## config.mk

```make
export PLATFORM = sky130hd
export DESIGN_NAME = semaphore_wait_queue_table_core
export DESIGN_NICKNAME = d
export VERILOG_FILES = /design/src/design/swqt_pkg.sv /design/src/design/semaphore_wait_queue_table_core.sv
export VERILOG_INCLUDE_DIRS = /design/src /design/src/design
export SDC_FILE = /design/constraint.sdc
export NUM_CORES = 2
export LEC_CHECK = 0
export BUFFER_PORTS_ARGS = -buffer_cell sky130_fd_sc_hd__buf_2
export CORE_ASPECT_RATIO = 0.6
export CORE_MARGIN = 2
export CORE_UTILIZATION = 39
export DETAILED_ROUTE_END_ITERATION = 10
export GPL_TIMING_DRIVEN = 0
export SLEW_MARGIN = 30
export SYNTH_ARGS = -nofsm -noshare
export SYNTH_HDL_FRONTEND = slang
export SYNTH_SLANG_ARGS = --single-unit
```

## constraint.sdc

```tcl
create_clock -name i_clk -period 8.3 [get_ports i_clk]
set_input_delay 1.245 -clock i_clk [delete_from_list [all_inputs] [get_ports i_clk]]
set_output_delay 1.245 -clock i_clk [all_outputs]
set_load 0.02 [all_outputs]
```

## src/design/assert_macros.svh

```systemverilog
// Assertion macros used by the RTL core of the project.
`ifndef ASSERT_MACROS_SVH
`define ASSERT_MACROS_SVH
`ifndef ASSERT_OFF
`define ASSERT_CLK(lbl, clk, rst_n, prop, msg) \
    lbl: assert property (@(posedge clk) disable iff (!(rst_n)) (prop)) else $error(msg);
`define ASSERT_ALWAYS(lbl, clk, prop, msg) \
    lbl: assert property (@(posedge clk) (prop)) else $error(msg);
`else
`define ASSERT_CLK(lbl, clk, rst_n, prop, msg)
`define ASSERT_ALWAYS(lbl, clk, prop, msg)
`endif
`endif

```

## src/design/swqt_pkg.sv

```systemverilog
// Package with the constants, codes and types of the semaphore wait queue table.
package swqt_pkg;

    localparam int NUM_DESCRIPTORS = 32;
    localparam int DESC_W          = $clog2(NUM_DESCRIPTORS);
    localparam int PID_W           = 5;
    localparam int NUM_PROCESSES   = 2 ** PID_W;
    localparam int KEY_W           = 32;

    typedef enum logic {
        FN_BLOCK   = 1'b0,
        FN_RELEASE = 1'b1
    } t_func;

    typedef enum logic [1:0] {
        ST_DONE       = 2'd0,
        ST_NO_FREE    = 2'd1,
        ST_NOT_ACTIVE = 2'd2,
        ST_NULL_KEY   = 2'd3
    } t_status;

    typedef enum logic [2:0] {
        S_IDLE,
        S_SCAN,
        S_CLAIM,
        S_RDQ,
        S_HEAD,
        S_POP,
        S_DONE
    } t_state;

    typedef struct packed {
        logic in_stall;
        logic scan_end;
        logic key_we;
        logic first_we;
        logic first_pid;
        logic last_we;
        logic succ_we;
        logic use_set;
        logic use_clr;
        logic pop;
        logic out_load;
    } t_ctl;

endpackage

```

## src/design/semaphore_wait_queue_table_core.sv

```systemverilog
// Top level of the semaphore wait queue table: descriptor scan, queue memories and sequencer.
//
// One item at a time is in work. An item with a null key goes straight to the
// result; otherwise the descriptor scan reads the key memory through its single
// read port and compares one descriptor key per cycle, a full pass covering all
// 32 descriptors. Then come the queue memory reads and writes of S_CLAIM or of
// S_RDQ, S_HEAD and, for a release, S_POP, and S_DONE hands the result on.
// A result waiting in the output register does not keep the next item from
// being taken; it only holds back the delivery of the following result.
`include "assert_macros.svh"

module semaphore_wait_queue_table_core (
    input  logic                           i_clk,
    input  logic                           i_rst_n,
    input  logic                           i_in_valid,
    output logic                           o_in_stall,
    input  logic                           i_func,
    input  logic [swqt_pkg::KEY_W-1:0]     i_sem_key,
    input  logic [swqt_pkg::PID_W-1:0]     i_proc_id,
    output logic                           o_out_valid,
    input  logic                           i_out_stall,
    output logic [1:0]                     o_status,
    output logic [swqt_pkg::PID_W-1:0]     o_released_id,
    output logic                           o_released_valid
);

    localparam int DW = swqt_pkg::DESC_W;
    localparam int PW = swqt_pkg::PID_W;
    localparam int KW = swqt_pkg::KEY_W;

    swqt_pkg::t_state  r_state, n_state;
    swqt_pkg::t_ctl    ctl;
    swqt_pkg::t_func   r_func;
    swqt_pkg::t_status r_res_status;
    swqt_pkg::t_status r_out_status;

    logic [KW-1:0] r_key;
    logic [PW-1:0] r_pid;
    logic [DW:0]   r_idx;
    logic [DW-1:0] r_chk_idx;
    logic          r_chk_vld;
    logic [DW-1:0] r_free_idx;
    logic          r_free_found;
    logic [DW-1:0] r_desc;
    logic          hit;
    logic          scan_over;

    logic [swqt_pkg::NUM_DESCRIPTORS-1:0] r_in_use;

    logic [KW-1:0] r_mem_key   [swqt_pkg::NUM_DESCRIPTORS];
    logic [PW-1:0] r_mem_first [swqt_pkg::NUM_DESCRIPTORS];
    logic [PW-1:0] r_mem_last  [swqt_pkg::NUM_DESCRIPTORS];
    logic [PW-1:0] r_mem_succ  [swqt_pkg::NUM_PROCESSES];

    logic [KW-1:0] r_key_q;
    logic [PW-1:0] r_first_q;
    logic [PW-1:0] r_last_q;
    logic [PW-1:0] r_succ_q;

    logic [PW-1:0] r_res_id;
    logic          r_res_rvld;
    logic          r_out_vld;
    logic [PW-1:0] r_out_id;
    logic          r_out_rvld;

    assign hit = (r_state == swqt_pkg::S_SCAN) && r_chk_vld && r_in_use[r_chk_idx]
                 && (r_key_q == r_key);
    assign scan_over = (r_idx == (DW+1)'(swqt_pkg::NUM_DESCRIPTORS));

    always_comb begin
        n_state = r_state;
        unique case (r_state)
            swqt_pkg::S_IDLE: begin
                if (i_in_valid) begin
                    n_state = (i_sem_key == '0) ? swqt_pkg::S_DONE : swqt_pkg::S_SCAN;
                end
            end
            swqt_pkg::S_SCAN: begin
                if (hit) begin
                    n_state = swqt_pkg::S_RDQ;
                end else if (scan_over) begin
                    if (r_func == swqt_pkg::FN_BLOCK && r_free_found) begin
                        n_state = swqt_pkg::S_CLAIM;
                    end else begin
                        n_state = swqt_pkg::S_DONE;
                    end
                end
            end
            swqt_pkg::S_CLAIM: n_state = swqt_pkg::S_DONE;
            swqt_pkg::S_RDQ:   n_state = swqt_pkg::S_HEAD;
            swqt_pkg::S_HEAD: begin
                n_state = (r_func == swqt_pkg::FN_BLOCK) ? swqt_pkg::S_DONE : swqt_pkg::S_POP;
            end
            swqt_pkg::S_POP:   n_state = swqt_pkg::S_DONE;
            swqt_pkg::S_DONE: begin
                if (!r_out_vld || !i_out_stall) begin
                    n_state = swqt_pkg::S_IDLE;
                end
            end
            default: n_state = swqt_pkg::S_IDLE;
        endcase
    end

    always_comb begin
        ctl = '0;
        ctl.in_stall = 1'b1;
        unique case (r_state)
            swqt_pkg::S_IDLE: ctl.in_stall = 1'b0;
            swqt_pkg::S_SCAN: ctl.scan_end = !hit && scan_over;
            swqt_pkg::S_CLAIM: begin
                ctl.key_we    = 1'b1;
                ctl.first_we  = 1'b1;
                ctl.first_pid = 1'b1;
                ctl.last_we   = 1'b1;
                ctl.use_set   = 1'b1;
            end
            swqt_pkg::S_RDQ: ctl.in_stall = 1'b1;
            swqt_pkg::S_HEAD: begin
                ctl.succ_we = (r_func == swqt_pkg::FN_BLOCK);
                ctl.last_we = (r_func == swqt_pkg::FN_BLOCK);
            end
            swqt_pkg::S_POP: begin
                ctl.pop      = 1'b1;
                ctl.use_clr  = (r_first_q == r_last_q);
                ctl.first_we = (r_first_q != r_last_q);
            end
            swqt_pkg::S_DONE: ctl.out_load = !r_out_vld || !i_out_stall;
            default: ctl.in_stall = 1'b1;
        endcase
    end

    always_ff @(posedge i_clk) begin
        if (!i_rst_n) begin
            r_state      <= swqt_pkg::S_IDLE;
            r_idx        <= '0;
            r_chk_vld    <= 1'b0;
            r_free_found <= 1'b0;
            r_in_use     <= '0;
            r_out_vld    <= 1'b0;
        end else begin
            r_state <= n_state;
            if (r_state == swqt_pkg::S_IDLE) begin
                r_idx        <= '0;
                r_chk_vld    <= 1'b0;
                r_free_found <= 1'b0;
            end else if (r_state == swqt_pkg::S_SCAN) begin
                r_chk_vld <= 1'b1;
                if (!scan_over) begin
                    r_idx <= r_idx + 1'b1;
                    if (!r_free_found && !r_in_use[r_idx[DW-1:0]]) begin
                        r_free_found <= 1'b1;
                    end
                end
            end
            if (ctl.use_set) begin
                r_in_use[r_desc] <= 1'b1;
            end
            if (ctl.use_clr) begin
                r_in_use[r_desc] <= 1'b0;
            end
            if (ctl.out_load) begin
                r_out_vld <= 1'b1;
            end else if (!i_out_stall) begin
                r_out_vld <= 1'b0;
            end
        end
    end

    always_ff @(posedge i_clk) begin
        if (i_in_valid && !ctl.in_stall) begin
            r_func       <= swqt_pkg::t_func'(i_func);
            r_key        <= i_sem_key;
            r_pid        <= i_proc_id;
            r_res_status <= (i_sem_key == '0) ? swqt_pkg::ST_NULL_KEY : swqt_pkg::ST_DONE;
            r_res_id     <= '0;
            r_res_rvld   <= 1'b0;
        end
        r_chk_idx <= r_idx[DW-1:0];
        if (r_state == swqt_pkg::S_SCAN && !scan_over && !r_free_found
                && !r_in_use[r_idx[DW-1:0]]) begin
            r_free_idx <= r_idx[DW-1:0];
        end
        if (hit) begin
            r_desc <= r_chk_idx;
        end else if (ctl.scan_end) begin
            r_desc <= r_free_idx;
            if (r_func == swqt_pkg::FN_RELEASE) begin
                r_res_status <= swqt_pkg::ST_NOT_ACTIVE;
            end else if (!r_free_found) begin
                r_res_status <= swqt_pkg::ST_NO_FREE;
            end
        end
        if (ctl.pop) begin
            r_res_id   <= r_first_q;
            r_res_rvld <= 1'b1;
        end
        if (ctl.out_load) begin
            r_out_status <= r_res_status;
            r_out_id     <= r_res_id;
            r_out_rvld   <= r_res_rvld;
        end
    end

    always_ff @(posedge i_clk) begin
        if (ctl.key_we) begin
            r_mem_key[r_desc] <= r_key;
        end
        r_key_q <= r_mem_key[r_idx[DW-1:0]];
    end

    always_ff @(posedge i_clk) begin
        if (ctl.first_we) begin
            r_mem_first[r_desc] <= ctl.first_pid ? r_pid : r_succ_q;
        end
        r_first_q <= r_mem_first[r_desc];
    end

    always_ff @(posedge i_clk) begin
        if (ctl.last_we) begin
            r_mem_last[r_desc] <= r_pid;
        end
        r_last_q <= r_mem_last[r_desc];
    end

    always_ff @(posedge i_clk) begin
        if (ctl.succ_we) begin
            r_mem_succ[r_last_q] <= r_pid;
        end
        r_succ_q <= r_mem_succ[r_first_q];
    end

    assign o_in_stall       = ctl.in_stall;
    assign o_out_valid      = r_out_vld;
    assign o_status         = r_out_status;
    assign o_released_id    = r_out_id;
    assign o_released_valid = r_out_rvld;

    `ASSERT_CLK(a_release_status, i_clk, i_rst_n, o_out_valid && o_released_valid |-> o_status == swqt_pkg::ST_DONE, "released process with a failing status")
    `ASSERT_CLK(a_claim_sets_use, i_clk, i_rst_n, ctl.use_set |=> r_in_use[$past(r_desc)], "claimed descriptor not marked in use")
    `ASSERT_CLK(a_scan_bound, i_clk, i_rst_n, r_state == swqt_pkg::S_SCAN |-> r_idx <= (DW+1)'(swqt_pkg::NUM_DESCRIPTORS), "scan index ran past the descriptor pool")
    `ASSERT_CLK(a_load_slot, i_clk, i_rst_n, ctl.out_load |-> !r_out_vld || !i_out_stall, "result loaded over a transfer still waiting")

endmodule
```

==> impl_metrics.env <==
export IMPL_drc=0
export IMPL_multi_input_area_um2=13940
export IMPL_slowest_stage="buf_1"
export IMPL_p_leak_nw=22.57
export IMPL_io_buffers=51
export IMPL_timing_final_crit_share=0.5169
export IMPL_root_buffer="clkbuf_16"
export IMPL_fmax_mhz=233.1
export IMPL_layout_commonest_cell="edfxtp_1"
export IMPL_yosys_register_bits=1664
export IMPL_critical_path_required_ns=8.71
export IMPL_ff_latch_area_um2=48980
export IMPL_die_area_um2=165800
export IMPL_ff2ff_path_depth=11
export IMPL_period_minus_slack_ns=4.290
export IMPL_synthArstFlopShare=0
export IMPL_routed_wl_um=168800
export IMPL_syn2layout_area_growth_pct=16.94
export IMPL_grt_max_degree=34
export IMPL_synth_nets=2824
export IMPL_synth_cell_types=56
export IMPL_wl_per_cell_um=31.39
export IMPL_crit_cells=11
export IMPL_pwr_share_seq=0.512
export IMPL_clkSinkCount=1664
export IMPL_rows=114
export IMPL_die_width_um=524.3
export IMPL_dpl_cell_area_um2=68630
export IMPL_holdPathStages=0
export IMPL_comb_power_share=0.121
export IMPL_cts_resized=0
export IMPL_pwr_share_clk=0.367
export IMPL_insertion_delay_ns=0.82
export IMPL_end_kind="register"
export IMPL_core_area_um2=161200
export IMPL_critPathMostFrequentCell="clkbuf_1"
export IMPL_ios=52
export IMPL_syn_area_um2=63360
export IMPL_switching_share=0.2494
export IMPL_hold_viol=0
export IMPL_ys_warn_count=0
export IMPL_synth_ff_type="edfxtp_1"
export IMPL_stdcell_count=5376
export IMPL_cts_hold_buf=0
export IMPL_die_height_um=316.2
export IMPL_gr_usage_all_layers=0.2044
export IMPL_drt_pass1_iter_count=5
export IMPL_finalSetupViolCount=0
export IMPL_switchingPower_mw=4.923
export IMPL_cts_buffers=151
export IMPL_setup_tns_ns=0
export IMPL_rsz0062_at_grt="no"
export IMPL_p_int_mw=14.82
export IMPL_dpl_hpwl_um=117300
export IMPL_cp_data_arrival_time_ns=4.70
export IMPL_dr_first_iter_drc_count=4732
export IMPL_gp_congestion=0.8495
export IMPL_nNetsFinal=3147
export IMPL_worst_setup_path_start_kind="register"
export IMPL_start_util=0.3931
export IMPL_postRouteAntennaNets=0
export IMPL_htree_levels=4
export IMPL_grt_ovfl_total=0
export IMPL_crit_path_max_incr_delay_ns=0.74
export IMPL_critPathBufInv=5
export IMPL_layout_drive_gt1_share=0.3281
export IMPL_final_cell_mix="1,565 x edfxtp_1, 465 x mux4_2, 155 x clkbuf_16, 118 x nor2_1, 112 x clkbuf_1"
export IMPL_final_area_um2=74090
export IMPL_status="completed"
export IMPL_crit_family="buffers and inverters"
export IMPL_clockBufferDepth=3
export IMPL_slew_headroom=0.3000
export IMPL_synth_edff_count=1565
export IMPL_fin_skew_ns=0.04914
export IMPL_hold_path_class="reg -> reg"
export IMPL_powerDensity_nw_per_um2=266.5
export IMPL_clk_pin_slew_ns=0.07
export IMPL_ys_seq_area_frac=0.7730
export IMPL_cts_tree="done"
export IMPL_worst_slew_pin_slew_ns=1.050
export IMPL_vias=31530
export IMPL_cts_setup_buffers=0
export IMPL_antenna_found_initial=12
export IMPL_vias_per_cell=5.864
export IMPL_grt_pass1_vias=30560
export IMPL_grt_first_pass_wirelength_um=236800
export IMPL_drv_slew=0
export IMPL_crit_chain="clkbuf_1, clkbuf_1, buf_1, inv_1, ha_1, nand2_1, or4_1, and2_1, buf_2, nand4b_1, a21oi_1"
export IMPL_irDropWorstVdd_v=0.0001913
export IMPL_post_synth_cell_area_avg_um2=22.79
export IMPL_crit_type="reg -> reg"
export IMPL_maxCapViolCount=0
export IMPL_nFillCells=13210
export IMPL_synth_cells=2780
export IMPL_cp_max_fo=10
export IMPL_dp_cells=5071
-- synth_stat cells, types with 3 or more instances --
cell	instances	share of area
o221a_2	32	0.0057
mux2_2	43	0.0076
mux4_2	465	0.17
nand3b_1	7	0.00083
nor3_1	5	0.00039
nand4_1	18	0.0018
o21ai_0	4	0.00032
or3_1	3	0.00030
xor2_1	38	0.0053
nor3b_1	4	0.00047
edfxtp_1	1565	0.74
and3_1	7	0.00069
nor2b_1	6	0.00059
buf_1	11	0.00065
nor4_1	16	0.0016
and2_1	3	0.00030
clkbuf_1	99	0.0059
dfxtp_1	99	0.031
a22oi_1	40	0.0047
mux2_4	3	0.00071
nand3_1	4	0.00032
buf_6	3	0.00053
buf_2	43	0.0034
xnor2_1	4	0.00055
a21oi_1	7	0.00055
nor2_1	150	0.0089
nand2_1	52	0.0031
mux2i_1	7	0.0011
inv_1	7	0.00041
-- flip-flops by register name, summed over array words and instances, names as in the netlist, 2 cells and up --
signal,cells
r_mem_key,1024
r_mem_first,160
r_mem_last,160
r_mem_succ,160
r_in_use,32
r_key,32
r_key_q,32
r_idx,6
o_released_id,5
r_chk_idx,5
r_desc,5
r_first_q,5
r_free_idx,5
r_last_q,5
r_pid,5
r_res_id,5
r_succ_q,5
r_state,3
o_status,2
r_res_status,2
-- metrics by stage --
step,utilization,worst slack [ns],power [mW],hold WS (ns)
after floorplan,-,5.163,11.56,0.3450
after detailed placement,0.4258,4.166,12.61,0.3567
after global placement,0.4113,1.849,12.44,0.3595
after global routing,0.4596,3.882,20.37,0.3760
final,0.4597,4.010,19.74,0.3576
after CTS,0.4577,4.148,19.78,0.3548
-- worst register-to-register path, delay by kind of cell (launching register included) --
kind	cells	cell delay, ns
buf+inv	5	2.16
simple gates	4	0.64
compound gates	1	0.49
flops	1	0.42
fa+ha+maj	1	0.23
-- power groups by stage --
stage | clock [mW] | combinational (mW) | sequential (mW)
floorplan | 0 | 1.20 | 10.4
global placement | 0 | 1.82 | 10.6
detailed placement | 0 | 2.14 | 10.5
CTS | 7.34 | 2.15 | 10.3
global route | 7.70 | 2.54 | 10.1
finish | 7.25 | 2.39 | 10.1
-- layer usage --
metal  up-vias  global-route usage  share of wire
met3       171             0.07039           0.13
met1     17130              0.3308           0.46
met5         -                   0        0.00037
met4        10             0.03849          0.013
met2      1788              0.2638           0.40
li1      12430                   -              -
-- kinds of logic after synthesis --
kind of cell | after synthesis | synth area share
adders and majority gates | 2 | 0.0003949
DFF | 1664 | 0.7730
AOI/OAI and AO/OA | 101 | 0.01394
xor gates and xnor gates | 42 | 0.005806
buffers and inverters | 164 | 0.01098
and+or+nand+nor | 289 | 0.02109
muxes | 518 | 0.1748
-- final cells by class --
type | count | area share
Inverter | 7 | 0.0003884
Multi-Input combinational cell | 952 | 0.1881
Clock inverter | 66 | 0.01204
Sequential cell | 1664 | 0.6611
Antenna cell | 2 | 0.00006755
Buffer | 157 | 0.009575
Tap cell | 2146 | 0.03624
Timing Repair Buffer | 170 | 0.03511
Clock buffer | 212 | 0.05740
-- worst paths after layout --
| check | from | to | slack (ns) |
|---|---|---|---|
| max | r_idx[1] | r_free_idx[3] | 4.01 |
| min | r_idx[4] | r_chk_idx[4] | 0.36 |
| max reg2reg | r_idx[1] | r_free_idx[3] | 4.01 |
| min reg2reg | r_idx[4] | r_chk_idx[4] | 0.36 |
Power figures use the tool's default switching activity.
